`src/hdl/lcd_controller_register_block_core_assert.svh`:
```
// Assertion macros shared by the LCD controller register block RTL.
// Used inside modules that have clk and rst_n in scope; no other dependencies.
`ifndef LCD_CONTROLLER_REGISTER_BLOCK_CORE_ASSERT_SVH
`define LCD_CONTROLLER_REGISTER_BLOCK_CORE_ASSERT_SVH

// Condition that must hold at every clock edge outside reset
`define LCDC_ASSERT(label, cond, msg) \
    label: assert property (@(posedge clk) disable iff (!rst_n) (cond)) else $error(msg);

// Antecedent in one cycle implies consequent in the next
`define LCDC_ASSERT_NEXT(label, ante, cons, msg) \
    label: assert property (@(posedge clk) disable iff (!rst_n) (ante) |=> (cons)) else $error(msg);

`endif

```
`src/hdl/lcdc_pkg.sv`:
```
// Shared types and constants of the LCD controller register block.
// No dependencies; used by lcdc_regfile and the top level.
package lcdc_pkg;

    // Function codes of an input beat
    typedef logic [1:0] func_t;
    localparam func_t FUNC_READ  = 2'd0;
    localparam func_t FUNC_WRITE = 2'd1;
    localparam func_t FUNC_TICK  = 2'd2;

    // Status codes of a result beat
    typedef logic [1:0] status_t;
    localparam status_t ST_OK   = 2'd0;
    localparam status_t ST_SIZE = 2'd1;
    localparam status_t ST_ADDR = 2'd2;

    // Set/clear/toggle alias taken from offset bits [3:2]
    typedef logic [1:0] alias_t;
    localparam alias_t ALIAS_WRITE  = 2'd0;
    localparam alias_t ALIAS_SET    = 2'd1;
    localparam alias_t ALIAS_CLEAR  = 2'd2;
    localparam alias_t ALIAS_TOGGLE = 2'd3;

    // Register select taken from offset bits [7:4]
    typedef logic [3:0] reg_sel_t;
    localparam reg_sel_t SEL_CTRL0   = 4'h0;
    localparam reg_sel_t SEL_CTRL1   = 4'h1;
    localparam reg_sel_t SEL_CUR     = 4'h2;
    localparam reg_sel_t SEL_NEXT    = 4'h3;
    localparam reg_sel_t SEL_TIM0    = 4'h4;
    localparam reg_sel_t SEL_TIM1    = 4'h5;
    localparam reg_sel_t SEL_TIM2    = 4'h6;
    localparam reg_sel_t SEL_TIM3    = 4'h7;
    localparam reg_sel_t SEL_VD0     = 4'h8;
    localparam reg_sel_t SEL_VD1     = 4'h9;
    localparam reg_sel_t SEL_VD2     = 4'hA;
    localparam reg_sel_t SEL_VD3     = 4'hB;
    localparam reg_sel_t SEL_STAT    = 4'hC;
    localparam reg_sel_t SEL_VERSION = 4'hD;

    localparam logic [2:0]  ACCESS_WORD   = 3'd4;
    localparam logic [31:0] CTRL0_RESET   = 32'hC000_0000;
    localparam int          BIT_SOFTRESET = 31;
    localparam int          BIT_CLOCKGATE = 30;
    localparam int          BIT_RUN       = 0;
    localparam logic [2:0]  PEND_VSYNC    = 3'b001;
    localparam logic [31:0] STAT_WORD     = 32'h9400_0000;
    localparam logic [31:0] VERSION_WORD  = 32'h0100_0000;

    localparam int NUM_WORDS = 4;

    typedef struct packed {
        func_t       func;
        logic [12:0] offset;
        logic [31:0] write_data;
        logic [2:0]  access_size;
    } item_t;

    typedef struct packed {
        logic [31:0] read_data;
        status_t     status;
        logic        irq_line;
        logic        frame_fetch;
    } result_t;

endpackage

```
`src/hdl/lcdc_regfile.sv`:
```
// Register file of the LCD controller: access decode, register state, tick logic.
// Depends on lcdc_pkg and lcd_controller_register_block_core_assert.svh.
`include "lcd_controller_register_block_core_assert.svh"

module lcdc_regfile
(
    input  logic             clk,
    input  logic             rst_n,
    input  logic             cfg_wr_en,
    input  logic [2:0]       cfg_wr_data,
    input  logic             step,
    input  lcdc_pkg::item_t  item,
    output lcdc_pkg::result_t result
);

    logic [31:0] ctrl0_reg, ctrl0_next;
    logic [31:0] ctrl1_reg, ctrl1_next;
    logic [31:0] cur_reg, cur_next;
    logic [31:0] next_buf_reg, next_buf_next;
    logic [31:0] tim_reg [lcdc_pkg::NUM_WORDS];
    logic [31:0] tim_next [lcdc_pkg::NUM_WORDS];
    logic [31:0] vd_reg [lcdc_pkg::NUM_WORDS];
    logic [31:0] vd_next [lcdc_pkg::NUM_WORDS];
    logic [2:0]  pend_reg, pend_next;
    logic [2:0]  irq_en_reg;

    logic                size_ok;
    logic                in_window;
    logic                sel_ok;
    logic                read_hit;
    logic                write_hit;
    lcdc_pkg::reg_sel_t  sel;
    lcdc_pkg::alias_t    mode;
    logic [1:0]          word_idx;
    logic                blk_enabled;
    logic [31:0]         rd_word;
    logic [31:0]         ctrl0_alias;

    // Apply a set/clear/toggle alias to a register value
    function automatic logic [31:0] alias_apply(logic [31:0] old, logic [31:0] v,
                                                lcdc_pkg::alias_t m);
        logic [31:0] r;
        case (m)
            lcdc_pkg::ALIAS_SET:    r = old | v;
            lcdc_pkg::ALIAS_CLEAR:  r = old & ~v;
            lcdc_pkg::ALIAS_TOGGLE: r = old ^ v;
            default:                r = v;
        endcase
        return r;
    endfunction

    // Decode the offset
    assign size_ok   = (item.access_size == lcdc_pkg::ACCESS_WORD);
    assign sel       = item.offset[7:4];
    assign mode      = item.offset[3:2];
    assign word_idx  = item.offset[5:4];
    assign in_window = (item.offset[12:8] == 5'd0) && (item.offset[1:0] == 2'd0);
    assign sel_ok    = (sel <= lcdc_pkg::SEL_VERSION);
    assign read_hit  = in_window && sel_ok && (item.offset[3:2] == 2'd0);
    assign write_hit = in_window && sel_ok;

    assign blk_enabled = !ctrl0_reg[lcdc_pkg::BIT_SOFTRESET]
                      && !ctrl0_reg[lcdc_pkg::BIT_CLOCKGATE]
                      && ctrl0_reg[lcdc_pkg::BIT_RUN];

    // Select the read word
    always_comb
    begin
        case (sel)
            lcdc_pkg::SEL_CTRL0:   rd_word = ctrl0_reg;
            lcdc_pkg::SEL_CTRL1:   rd_word = ctrl1_reg;
            lcdc_pkg::SEL_CUR:     rd_word = cur_reg;
            lcdc_pkg::SEL_NEXT:    rd_word = next_buf_reg;
            lcdc_pkg::SEL_TIM0,
            lcdc_pkg::SEL_TIM1,
            lcdc_pkg::SEL_TIM2,
            lcdc_pkg::SEL_TIM3:    rd_word = tim_reg[word_idx];
            lcdc_pkg::SEL_VD0,
            lcdc_pkg::SEL_VD1,
            lcdc_pkg::SEL_VD2,
            lcdc_pkg::SEL_VD3:     rd_word = vd_reg[word_idx];
            lcdc_pkg::SEL_STAT:    rd_word = lcdc_pkg::STAT_WORD;
            lcdc_pkg::SEL_VERSION: rd_word = lcdc_pkg::VERSION_WORD;
            default:               rd_word = 32'd0;
        endcase
    end

    // CTRL0 after alias, with the clock gate following soft reset
    always_comb
    begin
        ctrl0_alias = alias_apply(ctrl0_reg, item.write_data, mode);
        ctrl0_alias[lcdc_pkg::BIT_CLOCKGATE] = ctrl0_alias[lcdc_pkg::BIT_SOFTRESET];
    end

    // Next state and result of the current beat
    always_comb
    begin
        ctrl0_next    = ctrl0_reg;
        ctrl1_next    = ctrl1_reg;
        cur_next      = cur_reg;
        next_buf_next = next_buf_reg;
        tim_next      = tim_reg;
        vd_next       = vd_reg;
        pend_next     = pend_reg;
        result.read_data   = 32'd0;
        result.status      = lcdc_pkg::ST_OK;
        result.frame_fetch = 1'b0;

        case (item.func)
            lcdc_pkg::FUNC_READ:
            begin
                if (!size_ok)
                    result.status = lcdc_pkg::ST_SIZE;
                else if (!read_hit)
                    result.status = lcdc_pkg::ST_ADDR;
                else
                    result.read_data = rd_word;
            end
            lcdc_pkg::FUNC_WRITE:
            begin
                if (!size_ok)
                    result.status = lcdc_pkg::ST_SIZE;
                else if (!write_hit)
                    result.status = lcdc_pkg::ST_ADDR;
                else
                begin
                    case (sel)
                        lcdc_pkg::SEL_CTRL0: ctrl0_next = ctrl0_alias;
                        lcdc_pkg::SEL_CTRL1:
                            ctrl1_next = alias_apply(ctrl1_reg, item.write_data, mode);
                        lcdc_pkg::SEL_CUR:   cur_next = item.write_data;
                        lcdc_pkg::SEL_NEXT:
                        begin
                            next_buf_next = item.write_data;
                            cur_next      = item.write_data;
                        end
                        lcdc_pkg::SEL_TIM0,
                        lcdc_pkg::SEL_TIM1,
                        lcdc_pkg::SEL_TIM2,
                        lcdc_pkg::SEL_TIM3:  tim_next[word_idx] = item.write_data;
                        lcdc_pkg::SEL_VD0,
                        lcdc_pkg::SEL_VD1,
                        lcdc_pkg::SEL_VD2,
                        lcdc_pkg::SEL_VD3:   vd_next[word_idx] = item.write_data;
                        default: ;
                    endcase
                end
            end
            lcdc_pkg::FUNC_TICK:
            begin
                if (blk_enabled)
                begin
                    pend_next = pend_reg | lcdc_pkg::PEND_VSYNC;
                    result.frame_fetch = (tim_reg[0][15:0] != 16'd0)
                                      && (tim_reg[1][15:0] != 16'd0)
                                      && (cur_reg != 32'd0);
                end
            end
            default: ;
        endcase

        result.irq_line = |(pend_next & irq_en_reg);
    end

    // Hold the enable mask
    always_ff @(posedge clk or negedge rst_n)
    begin
        if (!rst_n)
            irq_en_reg <= 3'd0;
        else if (cfg_wr_en)
            irq_en_reg <= cfg_wr_data;
    end

    // Commit register state when the beat advances
    always_ff @(posedge clk or negedge rst_n)
    begin
        if (!rst_n)
        begin
            ctrl0_reg    <= lcdc_pkg::CTRL0_RESET;
            ctrl1_reg    <= 32'd0;
            cur_reg      <= 32'd0;
            next_buf_reg <= 32'd0;
            for (int i = 0; i < lcdc_pkg::NUM_WORDS; i++)
            begin
                tim_reg[i] <= 32'd0;
                vd_reg[i]  <= 32'd0;
            end
            pend_reg     <= 3'd0;
        end
        else if (step)
        begin
            ctrl0_reg    <= ctrl0_next;
            ctrl1_reg    <= ctrl1_next;
            cur_reg      <= cur_next;
            next_buf_reg <= next_buf_next;
            tim_reg      <= tim_next;
            vd_reg       <= vd_next;
            pend_reg     <= pend_next;
        end
    end

    `LCDC_ASSERT(a_clkgate_follows, ctrl0_reg[30] == ctrl0_reg[31], "clock gate differs from soft reset")
    `LCDC_ASSERT_NEXT(a_vsync_sticky, pend_reg[0], pend_reg[0], "vsync pending bit cleared")
    `LCDC_ASSERT(a_pend_only_vsync, pend_reg[2:1] == 2'b00, "non-vsync pending bit set")
    `LCDC_ASSERT(a_fetch_on_tick, !result.frame_fetch || (item.func == lcdc_pkg::FUNC_TICK), "fetch without tick")

endmodule

```
`src/hdl/lcd_controller_register_block_core.sv`:
```
// Top level of the LCD controller register block: input and result registers.
// Depends on lcdc_pkg, lcdc_regfile and lcd_controller_register_block_core_assert.svh.
//
// Usage:
//   s_axis carries one bus read, bus write or refresh tick per beat; tuser holds
//   the function code, tdata the offset, write data and access size.
//   m_axis returns exactly one result beat per input beat, in order; tuser holds
//   the status code, tdata the read data, interrupt line and frame-fetch flag.
//   cfg_wr_en/cfg_wr_data load the 3-bit interrupt enable mask; write it only
//   while no beat is in flight.
//   Path: an accepted beat is held in the input register; when it advances, its
//   result is registered in the result register and offered on m_axis.
//   Throughput: one beat per cycle while the result is not stalled; the register
//   file decodes and updates its state as a beat moves from input to result register.
//   Stall: when m_axis_tready is low the result holds, the input register keeps
//   one more beat, and s_axis_tready drops once both are full.
//   Reset: rst_n clears both valid flags, the enable mask and the register file state;
//   CTRL0 comes up with soft reset and clock gate set.
`include "lcd_controller_register_block_core_assert.svh"

module lcd_controller_register_block_core
(
    input  logic        clk,
    input  logic        rst_n,
    input  logic        s_axis_tvalid,
    output logic        s_axis_tready,
    input  logic [47:0] s_axis_tdata,  // offset[12:0], write_data[44:13], access_size[47:45]
    input  logic [1:0]  s_axis_tuser,  // func[1:0]
    output logic        m_axis_tvalid,
    input  logic        m_axis_tready,
    output logic [39:0] m_axis_tdata,  // read_data[31:0], irq_line[32], frame_fetch[33], zero
    output logic [1:0]  m_axis_tuser,  // status[1:0]
    input  logic        cfg_wr_en,
    input  logic [2:0]  cfg_wr_data    // irq_enable_mask
);

    logic              in_valid_reg, in_valid_next;
    lcdc_pkg::item_t   in_item_reg;
    logic              out_valid_reg, out_valid_next;
    lcdc_pkg::result_t out_res_reg;
    lcdc_pkg::result_t res;
    logic              s_fire;
    logic              advance;

    // Handshake
    assign advance       = in_valid_reg && (!out_valid_reg || m_axis_tready);
    assign s_axis_tready = !in_valid_reg || advance;
    assign s_fire        = s_axis_tvalid && s_axis_tready;

    always_comb
    begin
        in_valid_next  = s_fire ? 1'b1 : (advance ? 1'b0 : in_valid_reg);
        out_valid_next = advance ? 1'b1 : (m_axis_tready ? 1'b0 : out_valid_reg);
    end

    always_ff @(posedge clk or negedge rst_n)
    begin
        if (!rst_n)
        begin
            in_valid_reg  <= 1'b0;
            out_valid_reg <= 1'b0;
        end
        else
        begin
            in_valid_reg  <= in_valid_next;
            out_valid_reg <= out_valid_next;
        end
    end

    // Capture the input beat and the result
    always_ff @(posedge clk)
    begin
        if (s_fire)
        begin
            in_item_reg.func        <= s_axis_tuser;
            in_item_reg.offset      <= s_axis_tdata[12:0];
            in_item_reg.write_data  <= s_axis_tdata[44:13];
            in_item_reg.access_size <= s_axis_tdata[47:45];
        end
        if (advance)
            out_res_reg <= res;
    end

    lcdc_regfile u_regfile
    (
        .clk         (clk),
        .rst_n       (rst_n),
        .cfg_wr_en   (cfg_wr_en),
        .cfg_wr_data (cfg_wr_data),
        .step        (advance),
        .item        (in_item_reg),
        .result      (res)
    );

    // Drive the result channel
    assign m_axis_tvalid = out_valid_reg;
    assign m_axis_tuser  = out_res_reg.status;
    assign m_axis_tdata  = {6'd0, out_res_reg.frame_fetch, out_res_reg.irq_line,
                            out_res_reg.read_data};

    `LCDC_ASSERT_NEXT(a_in_held, in_valid_reg && !advance, in_valid_reg, "stalled input beat lost")
    `LCDC_ASSERT_NEXT(a_out_held, out_valid_reg && !m_axis_tready, out_valid_reg, "stalled result lost")

endmodule
```
`config.mk`:
```
export PLATFORM = sky130hd
export DESIGN_NAME = lcd_controller_register_block_core
export DESIGN_NICKNAME = d
export VERILOG_FILES = /design/src/hdl/lcdc_pkg.sv /design/src/hdl/lcdc_regfile.sv /design/src/hdl/lcd_controller_register_block_core.sv
export VERILOG_INCLUDE_DIRS = /design/src /design/src/hdl
export SDC_FILE = /design/constraint.sdc
export NUM_CORES = 1
export LEC_CHECK = 0
export BUFFER_PORTS_ARGS = -buffer_cell sky130_fd_sc_hd__buf_2
export CAP_MARGIN = 10
export CORE_MARGIN = 2
export CORE_UTILIZATION = 60
export CTS_BUF_LIST = sky130_fd_sc_hd__clkbuf_16
export DETAILED_ROUTE_END_ITERATION = 7
export PLACE_DENSITY = 0.84
export SLEW_MARGIN = 30
export SYNTH_ARGS = -nofsm -noshare
export SYNTH_HDL_FRONTEND = slang
export SYNTH_HIERARCHICAL = 1
export SYNTH_SLANG_ARGS = --single-unit
export TNS_END_PERCENT = 50
```
`constraint.sdc`:
```
create_clock -name clk -period 3.8 [get_ports clk]
set_clock_uncertainty 0.1 [all_clocks]
set_input_delay 0.38 -clock clk [delete_from_list [all_inputs] [get_ports clk]]
set_output_delay 0.38 -clock clk [all_outputs]
set_load 0.02 [all_outputs]
```
# Word-level counts from Yosys, hierarchy flattened
# Index checks and enable logic that the tools add are counted.
[op_classes]
order_cmp = 3
n_eq_ne = 19
muxes = 24
n_bitwise = 9
reduce_logical = 38
[op_table]
columns = ["operator", "n"]
rows = [
  ["$bwmux 128", 2],
  ["$pmux 32 s8", 1],
  ["$pmux 32 s3", 2],
  ["$mux 32", 5],
  ["$bmux 32 s2", 2],
  ["$and 32x32->32", 2],
  ["$demux 32 s2", 1],
  ["$or 32x32->32", 2],
  ["$xor 32x32->32", 2],
  ["$not 32->32", 1],
  ["$reduce_bool 16->1", 2],
  ["$reduce_bool 32->1", 1],
  ["$reduce_and 5->1", 6],
  ["$eq 4x4->1 const B", 6],
  ["$eq 4x3->1 const B", 4],
  ["$logic_and 1x1->1", 10],
  ["$eq 4x2->1 const B", 2],
  ["$mux 2", 4],
  ["$reduce_or 4->1", 2],
  ["$eq 2x2->1 const B", 3],
  ["$logic_not 2->1", 3],
  ["$mux 1", 6],
  ["$logic_not 5->1", 1],
  ["$eq 2x1->1 const B", 2],
  ["16 further kinds", 21],
]
[totals]
register_bits = 477
in_bits = 58
output_inout_bits = 44
word_cells = 117

# Logic depth before layout (Yosys ltp)
# Gate-level depths: netlist (run 1).
[logic_depth]
word_depth = 7
depth_mapped = 9
ltp_nobuf = 6

# Cells and area by module
# The synthesis (run 1) kept the hierarchy.
[modules_own_cells]
columns = ["module", "instances", "cells_each", "area_each_um2", "seq_area_each_um2"]
rows = [
  ["lcdc_regfile", 1, 1748, 21371.7, 9635.5],
  ["lcd_controller_register_block_core", 1, 101, 2735.1, 2632.5],
]

# Worst setup path after synthesis (run 1)
# OpenSTA, ideal clock, no wires.
[synth_timing]
kind = "reg2reg"
start = "register out_valid_reg, in the netlist m_axis_tvalid"
end = "register u_regfile/tim_reg[33] (netlist bit)"
setup_ns = 0.125
t_arrival_ns = 3.173
required_time_ns = 3.575
setup_slack_ns = 0.402
path_stages_with_launch = 10
n_path_buf = 3
period_less_slack_ns = 3.398
cell_sequence = "dfrtp_1 -> nand2b_1 -> and2_1 -> nand2_1 -> or4_4 -> buf_6 -> or3_1 -> buf_2 -> buf_6 -> mux2_4"
[synth_via]
elab_chain_len = 4
[synth_lines]
columns = ["item", "line_no", "text"]
rows = [
  ["start: declaration", "lcd_controller_register_block_core.sv:39", "logic out_valid_reg, out_valid_next;"],
  ["start signal: assignment", "lcd_controller_register_block_core.sv:66", "out_valid_reg <= out_valid_next;"],
  ["$logic_not 1->1", "lcd_controller_register_block_core.sv:46", "assign advance = in_valid_reg && (!out_valid_reg || m_axis_tready);"],
  ["$logic_or 1x1->1", "lcd_controller_register_block_core.sv:46", ""],
  ["$logic_and 1x1->1", "lcd_controller_register_block_core.sv:46", ""],
  ["net advance", "lcd_controller_register_block_core.sv:43", "logic advance;"],
  ["$reduce_and 5->1 (no source line)", "n/a", ""],
  ["end signal: assignment", "lcdc_regfile.sv:196", "tim_reg <= tim_next;"],
  ["end: declaration", "lcdc_regfile.sv:20", "logic [31:0] tim_reg [lcdc_pkg::NUM_WORDS];"],
]
# The timed path passes the listed nets, and every way through them passes these cells.
# A chain may end at the register's enable or synchronous reset.

# Worst setup path in the final report (run 1)
[layout_timing]
start = "register in_item_reg[1] (netlist bit)"
end = "register u_regfile/tim_reg[44] (netlist bit)"
[layout_via]
elab_chain_len = 2
[layout_lines]
columns = ["item", "line_no", "text"]
rows = [
  ["start: declaration", "lcd_controller_register_block_core.sv:38", "lcdc_pkg::item_t in_item_reg;"],
  ["$eq 3x3->1", "lcdc_regfile.sv:53", "assign size_ok = (item.access_size == lcdc_pkg::ACCESS_WORD);"],
  ["$reduce_and 5->1 (no source line)", "n/a", ""],
]
# No other way between the ends.

==> results of run 1 <==
[through the flow]
stage / total power [mW] / area, um2
6_report: 11.0 / 27400
5_1_grt: 11.4 / 27400
4_1_cts: 11.1 / 27400
3_5_place_dp: 6.18 / 25200
3_3_place_gp: 6.14 / 25200
2_1_floorplan: 5.85 / 24100
[area by class of cell]
type / count / area share (%)
Clock inverter: 41 / 1.23
Multi-Input combinational cell: 1131 / 39.8
Tap cell: 525 / 2.40
Clock buffer: 52 / 4.75
Timing Repair Buffer: 206 / 5.71
Inverter: 98 / 1.34
Sequential cell: 473 / 44.8
[worst min path at each step]
stage               startpoint                    end  cells past startpoint
CTS                      rst_n   u_regfile/vd_reg[62]                      2
global route             rst_n  u_regfile/pend_reg[0]                      2
finish                   rst_n  u_regfile/pend_reg[0]                      2
floorplan                rst_n           in_valid_reg                      0
detailed placement       rst_n           in_valid_reg                      1
global placement         rst_n           in_valid_reg                      1
[layout by cell type, fill, tap and decap left out, types with 10 or more instances in the layout]
master	synthesis	routed
dfrtp_1	386	386
mux2_2	353	353
mux2i_1	163	163
ha_1	131	131
inv_1	98	106
a21oi_1	97	97
buf_2	28	92
a211oi_1	90	90
edfxtp_1	86	86
nor2_1	74	73
dlygate4sd3_1	0	56
clkbuf_16	0	52
buf_4	9	49
o22ai_1	36	36
mux2_4	30	30
mux2_1	18	18
a22o_1	16	16
a222oi_1	16	16
nor4_1	16	16
mux4_2	15	15
clkinv_1	0	11
clkinv_2	0	11
a22oi_1	10	10
[kinds of logic (layout without fill, tap and decap cells)]
logic type                 Yosys count  in the layout  share of synthesized area [%]
adders and majority gates          131            131                           6.80
DFF                                473            473                           50.9
and+or+nand+nor                    141            141                           3.04
muxes                              579            579                           27.4
buffers and inverters              250            397                           4.30
other                                1              6                         0.0156
AOI/OAI and AO/OA                  274            274                           7.59
[worst max-delay path, delay by kind of cell, from the launching register on]
| family | cells | cell delay, ns |
|---|---|---|
| mux | 1 | 0.32 |
| simple gates | 3 | 2.04 |
| buf+inv | 1 | 0.29 |
| flops | 1 | 0.41 |
[per-layer routing]
layer  global-route usage [%]  up-vias  share of wire [%]
li1                         -     6968                  -
met4                     11.5        0                3.6
met2                     49.0      634                 48
met1                     39.7     8322                 41
met5                        0        -                  0
met3                     5.68      157                7.5
[where the power goes]
part / total [mW] / internal, mW / switching, mW / leakage, nW
sequential: 5.33 / 5.24 / 0.0931 / 5.92
combinational: 0.814 / 0.304 / 0.510 / 6.42
clock: 4.89 / 2.83 / 2.07 / 0.845
[timing repair]
action / 4_1_cts / 5_1_grt
hold buffers: 56 / 0
endpoints found under the hold margin: 127 / 0
resized for setup: 0 / 0
==> metrics.yaml, run 1 <==
vdd_drop_max_mv: 0.372
hold_viol_final: 0
crit_path_max_incr_delay_ns: 0.75
max_freq_mhz: 301
r2r_slack_ns: 0.48
worst_slack_ns: 0.482
final_core_util_pct: 68.9
cp-end-kind: "flip-flop"
synth_area_leaders: "dfrtp_1 (40%), mux2_2 (16%), edfxtp_1 (11%)"
grt_usage_pct: 29.9
yosys.area.top_type: "dfrtp_1"
critPathLaunchType: "flip-flop"
status: "finished, final reports clean"
pre_cts_slack_ns: 0.513
avgSynthCellArea_um2: 13.0
drv_slew: 0
crit_required_ns: 4.17
cts.path.max_buffers: 3
place.gp.congestion: 0.813
grt_overflow: 0
core.rowCount: 73
numPortBuffers: 93
synth_seq_area_share_pct: 50.9
start_util_pct: 60.7
hold_path_class: "in -> async"
setup_viol: 0
synth_ff_type: "dfrtp_1"
grt_pass1_wl_um: 95900
dp.final_hpwl_um: 37000
rsz0062_at_grt: "no"
viasPerCell: 6.37
drtIter0Drc: 1512
synth_top_cell_area_share_pct: 40.1
synthArstFlopShare_pct: 81.8
drt_wl_total_um: 61000
synthDistinctLibCells: 49
htreeDepth: 2
syn_inst: 1849
area_growth_pct: 13.6
cap_violations: 0
grt_max_degree: 128
dr.pass1.iters: 6
rr_worst_depth: 5
endpoint: "u_regfile/tim_reg[44]"
yosysWarnings: 6
die_h_um: 204
dp.cells: 2377
postCtsSetupBuffers: 0
postRouteAntennaNets: 0
multi_input_comb_area_um2: 10900
antenna_cells: 0
final.min_clock_period_ns: 3.32
routed-via-count: 16100
max-slew-margin-rel_pct: 39.3
critical_path_arrival_ns: 3.68
cts_root_buf: "clkbuf_16"
crit_fanout: 21
ys_seq_elements: 473
cts_sinks: 473
r2r_end: "u_regfile/tim_reg[44]"
synth_edf_count: 86
cp_cell_sequence: "or4b_4 > or4_4 > or3_2 > buf_12 > mux2_4"
whs_ns: 0.283
fp.dieW_um: 204
crit_start: "in_item_reg[1]"
path_clk_slew_ns: 0.06
path_class: "reg -> reg"
grt_pass1_vias: 16800
insertion_delay_ns: 0.60
final_cells: 2526
r2r_start: "in_item_reg[1]"
final_nets: 2149
drc: 0
pin_count: 102
finalSetupTns_ns: 0
final.fill_count: 2630
grt_antenna_before_repair: 0
drive_gt1_share_pct: 32.0
cpMaxStageDelayCell: "or3_2"
p_leak_nw: 13.2
worst_pin_slew_ns: 0.911
fin_crit_sh_pct: 87.3
seq_area_um2: 12300
die_area_um2: 41800
synth_area_um2: 24100
wl_per_cell_um: 24.2
synth.most_common_cell: "dfrtp_1"
numCtsBuffers: 50
cts_tree: "done"
fp.coreArea_um2: 39700
p_per_area_nw_per_um2: 403
netlist_top_cells_count: "dfrtp_1 (386), mux2_2 (353), mux2i_1 (163)"
(Power assumes the default switching activity.)
==> inputs of run 2 (changes only) <==
CORE_UTILIZATION = 55   (was 60)
PLACE_DENSITY = 0.78   (was 0.84)
RECOVER_POWER = 25   (was default)
==> run 2 against run 1 <==
Compared with the run above:
- die area up 8.9%
- largest cell class unchanged
- design area increased by 0.54%
- maximum frequency is 2.2% higher
- via count is 1.8% lower
- critical path type unchanged
- core utilization decreased by 5.1 points
- global-route usage shrank 2.8 points
- hold slack lost 0.25 ns
- combinational power down 1%
- the run now ends with capacitance limit, slew limit left
- clock-buffer cell count rose by 5
- critical path depth is the same
==> metrics.yaml, run 2 (synthesis gave the netlist of run 1 again) <==
internal-power_mw: 8.49
rr_worst_depth: 5
grt_max_degree: 94
r2r_start: "in_item_reg[1]"
whs_ns: 0.0326
dp.final_hpwl_um: 37500
numCtsBuffers: 50
postCtsSetupBuffers: 0
final.fill_count: 3189
multi_input_comb_area_um2: 10900
fp.dieW_um: 213
drive_gt1_share_pct: 31.9
endpoint: "u_regfile/vd_reg[49]"
p_sw_mw: 2.63
finalSetupTns_ns: 0
p_leak_nw: 13.2
setup_viol: 0
status: "finished with violations"
r2r_end: "u_regfile/vd_reg[49]"
critPathLaunchType: "flip-flop"
die_h_um: 213
seq_area_um2: 12300
final_common_cell: "dfrtp_1"
cap_violations: 1
cts_sinks: 473
core.rowCount: 76
switching_share_pct: 23.7
drtIter0Drc: 1539
postRouteAntennaNets: 0
hold_viol_final: 0
viasPerCell: 6.11
grt_pass1_vias: 16400
path_clk_slew_ns: 0.06
die_area_um2: 45500
area_growth_pct: 14.2
critical_path_arrival_ns: 3.60
place.gp.congestion: 0.808
p_per_area_nw_per_um2: 404
p_comb_share_pct: 7.2
vdd_drop_max_mv: 0.396
grt_overflow: 0
power.share.clock_pct: 44.8
drc: 0
cts.path.max_buffers: 3
htreeDepth: 2
final_nets: 2148
violations: "capacitance limit, slew limit"
layout_common_cells: "dfrtp_1 (386), mux2_2 (353), mux2i_1 (163)"
pre_cts_slack_ns: 0.579
fin_crit_sh_pct: 85.4
dr.pass1.iters: 8
routed-via-count: 15800
grt_pass1_wl_um: 94100
start_util_pct: 55.8
final.min_clock_period_ns: 3.25
wl_per_cell_um: 23.4
drv_slew: 90
cts_root_buf: "clkbuf_16"
numPortBuffers: 93
pin_count: 102
max-slew-margin-rel_pct: -69.0
path_class: "reg -> reg"
crit_required_ns: 4.15
worst_slack_ns: 0.554
drt_wl_total_um: 60500
p_seq_share_pct: 47.9
grt_usage_pct: 27.1
cp-end-kind: "flip-flop"
crit_start: "in_item_reg[1]"
crit_fanout: 19
fp.coreArea_um2: 43200
hold_path_class: "in -> reg"
max_freq_mhz: 308
insertion_delay_ns: 0.58
cts_tree: "done"
grt_antenna_before_repair: 1
rsz0062_at_grt: "no"
worst_pin_slew_ns: 2.54
post_cts_resized: 0
r2r_slack_ns: 0.55
## run 2: cell count changes in the layout (fill, tap and decap cells not counted), sizes merged
cell         change
clkinv           -4
bufinv           -1
dlygate4sd3      -1
inv              -5
buf              -5
clkbuf          +10
diode            +1
clkinvlp         +2
## run 2: per-stage QoR
step	util (%)	power (mW)	instances	cell area, um2
finish	63.8	11.1	2583	27500
global route	63.8	11.5	2582	27500
CTS	63.8	11.2	2582	27600
detailed placement	58.6	6.18	2437	25300
global placement	58.6	6.15	2437	25300
floorplan	-	5.85	1854	24100
## run 2: critical path, cell delays in order (launching register included)
cell	delay, ns
edfxtp_1	0.39
or4b_4	0.58
or4_4	0.73
or3_2	0.74
buf_12	0.28
mux2_2	0.29
## run 2: power by group through the flow
stage / sequential, mW / combinational, mW / clock, mW
6_report: 5.33 / 0.804 / 4.99
5_1_grt: 5.34 / 0.880 / 5.25
4_1_cts: 5.33 / 0.806 / 5.06
3_5_place_dp: 5.43 / 0.755 / 0
3_3_place_gp: 5.42 / 0.724 / 0
2_1_floorplan: 5.39 / 0.465 / 0
## run 2: worst min-delay path by stage
stage	start	end	slack [ns]	depth (start not counted)
2_1_floorplan	rst_n	in_valid_reg	-0.02	0
3_3_place_gp	u_regfile/pend_reg[0]	u_regfile/pend_reg[0]	0.34	1
3_5_place_dp	u_regfile/pend_reg[0]	u_regfile/pend_reg[0]	0.35	1
4_1_cts	m_axis_tready	m_axis_tvalid	0.0005	3
5_1_grt	m_axis_tready	m_axis_tvalid	0.03	3
6_report	m_axis_tready	m_axis_tvalid	0.03	3
## run 2: timing repair
action	in CTS	in global routing
hold buffers	55	0
hold endpoints to repair	139	0
setup endpoints to repair	0	0
## run 2: layout make-up
type / instances / share of cell area [%]
Antenna cell: 1 / 0.00909
Clock buffer: 57 / 5.18
Clock inverter: 33 / 0.950
Inverter: 98 / 1.34
Multi-Input combinational cell: 1131 / 39.5
Sequential cell: 473 / 44.6
Tap cell: 585 / 2.66
Timing Repair Buffer: 205 / 5.76
## run 2: metal layers
metal / up-vias / GRT usage [%] / share of wire [%]
li1: 6979 / - / -
met1: 8151 / 36.8 / 43
met2: 550 / 44.5 / 48
met3: 109 / 4.88 / 6.7
met4: 2 / 8.74 / 2.6
met5: - / 0 / 0.013
==> inputs of run 3 (changes only) <==
--- a/config.mk
+++ b/config.mk
@@ -10,8 +10,8 @@
 export CAP_MARGIN = 10
 export CORE_MARGIN = 2
-export CORE_UTILIZATION = 55
+export CORE_UTILIZATION = 52
 export CTS_BUF_LIST = sky130_fd_sc_hd__clkbuf_16
 export DETAILED_ROUTE_END_ITERATION = 7
-export PLACE_DENSITY = 0.78
+export PLACE_DENSITY = 0.75
 export RECOVER_POWER = 25
 export SLEW_MARGIN = 30
==> constraint.sdc (replaced) <==
create_clock -name clk -period 3.8 [get_ports clk]
set_clock_uncertainty 0.1 [all_clocks]
set_input_delay 0.57 -clock clk [delete_from_list [all_inputs] [get_ports clk]]
set_output_delay 0.57 -clock clk [all_outputs]
set_load 0.02 [all_outputs]
==> run 3 against run 2 <==
Compared with the run above:
- the flow still finishes with violations (capacitance limit, slew limit)
- setup slack worse by 0.025 ns
- combinational power is 4.5% lower
- design area is 2.3% lower
- sequential power hardly changed
- clock power is 3% lower
- first-iteration DRC count is 22% lower
- hold slack better by 0.015 ns
- routed wire length is 1.1% higher
- clock-buffer cell count is 4 lower
- via count is 1.9% lower
- die area is 5.7% higher
- highest routed layer is now met4
==> metrics.yaml, run 3 (synthesis gave the netlist of run 1 again) <==
numCtsBuffers: 49
setup_viol: 0
viasPerCell: 6.10
antenna_cells: 0
drt_wl_total_um: 61200
grt_pass1_vias: 16300
status: "finished with violations"
multi_input_comb_area_um2: 10900
core.rowCount: 78
final_nets: 2094
worst_slack_ns: 0.529
cap_violations: 1
grt_pass1_wl_um: 94500
insertion_delay_ns: 0.60
place.gp.congestion: 0.810
p_total_mw: 10.9
fp.coreArea_um2: 45600
cp-end-kind: "flip-flop"
routed-via-count: 15500
grt.busiest_layer: "met2"
rsz0062_at_grt: "no"
die_h_um: 219
path_class: "reg -> reg"
grt_usage_pct: 25.8
postCtsSetupBuffers: 0
vdd_drop_max_mv: 0.357
p_leak_nw: 12.9
drc: 0
drv_slew: 84
final_core_util_pct: 59.0
cts_sinks: 473
fp.dieW_um: 219
crit_required_ns: 4.17
dp.final_hpwl_um: 37500
pre_cts_slack_ns: 0.558
drive_gt1_share_pct: 32.5
path_clk_slew_ns: 0.06
critPathLaunchType: "flip-flop"
rr_worst_depth: 5
postRouteAntennaNets: 0
cts_root_buf: "clkbuf_16"
critical_path_arrival_ns: 3.64
area_growth_pct: 11.6
hold_viol_final: 0
cts_tree: "done"
use_met2_pct: 42.5
seq_area_um2: 12300
pin_count: 102
final.fill_count: 3560
finalSetupTns_ns: 0
use_met3_pct: 4.28
dr.pass1.iters: 5
grtUsageMet1_pct: 34.2
grt_overflow: 0
final.min_clock_period_ns: 3.27
wl_per_cell_um: 24.1
cts.path.max_buffers: 3
max-slew-margin-rel_pct: -64.2
final_common_cell: "dfrtp_1"
violations: "capacitance limit, slew limit"
die_area_um2: 48100
grt_antenna_before_repair: 1
worst_pin_slew_ns: 2.46
min_path_cells: 1
layout_common_cells: "dfrtp_1 (386), mux2_2 (353), mux2i_1 (163)"
htreeDepth: 2
grt_max_degree: 106
p_per_area_nw_per_um2: 407
start_util_pct: 52.9
max_freq_mhz: 306
crit_fanout: 22
hold_path_class: "in -> reg"
numPortBuffers: 93
fin_crit_sh_pct: 86.1
drtIter0Drc: 1193
run 3: final cells by class:
cell class,count,share of cell area [%]
flip-flops and latches,473,45.6
clock buffers,53,4.93
inverters,98,1.37
multi-input cells,1131,40.4
repair buffers,152,3.84
clock inverters,35,1.03
well taps,600,2.79
run 3: report_power, final:
part           leakage, nW  internal, mW  switching [mW]
combinational         6.18         0.269           0.499
clock                0.844          2.83            2.01
sequential            5.92          5.24          0.0937
run 3: critical path, stage by stage (launching register included):
cell and delay (ns):
edfxtp_1 0.39, or4b_4 0.59, or4_4 0.72, or3_2 0.70, buf_12 0.28, mux2_4 0.32
run 3: through the flow:
step | hold slack [ns] | cell area [um2] | instances
4_1_cts | 0.0259 | 26900 | 2542
3_3_place_gp | 0.341 | 25300 | 2452
6_report | 0.0478 | 26900 | 2542
3_5_place_dp | 0.347 | 25300 | 2453
2_1_floorplan | 0.174 | 24100 | 1854
5_1_grt | 0.0287 | 26900 | 2542
run 3: path summary, 6_finish.rpt:
| kind | slack (ns) | end | start |
|---|---|---|---|
| max reg2reg | 0.53 | u_regfile/tim_reg[56] | in_item_reg[1] |
| min | 0.05 | in_item_reg[31] | s_axis_tdata[41] |
| max in group asynchronous | 0.91 | u_regfile/ctrl1_reg[16] | rst_n |
| min in group asynchronous | 1.15 | m_axis_tvalid | rst_n |
| max | 0.53 | u_regfile/tim_reg[56] | in_item_reg[1] |
| min reg2reg | 0.37 | u_regfile/pend_reg[0] | u_regfile/pend_reg[0] |
run 3: timing repair:
action / CTS / global route
endpoints found under the hold margin: 79 / 0
hold buffers: 1 / 0
resized for setup: 0 / 0
run 3: per-layer routing:
layer	vias up	routed length [um]
li1	6858	-
met1	7986	25700
met3	140	3900
met5	-	0
met4	0	2160
met2	512	29400
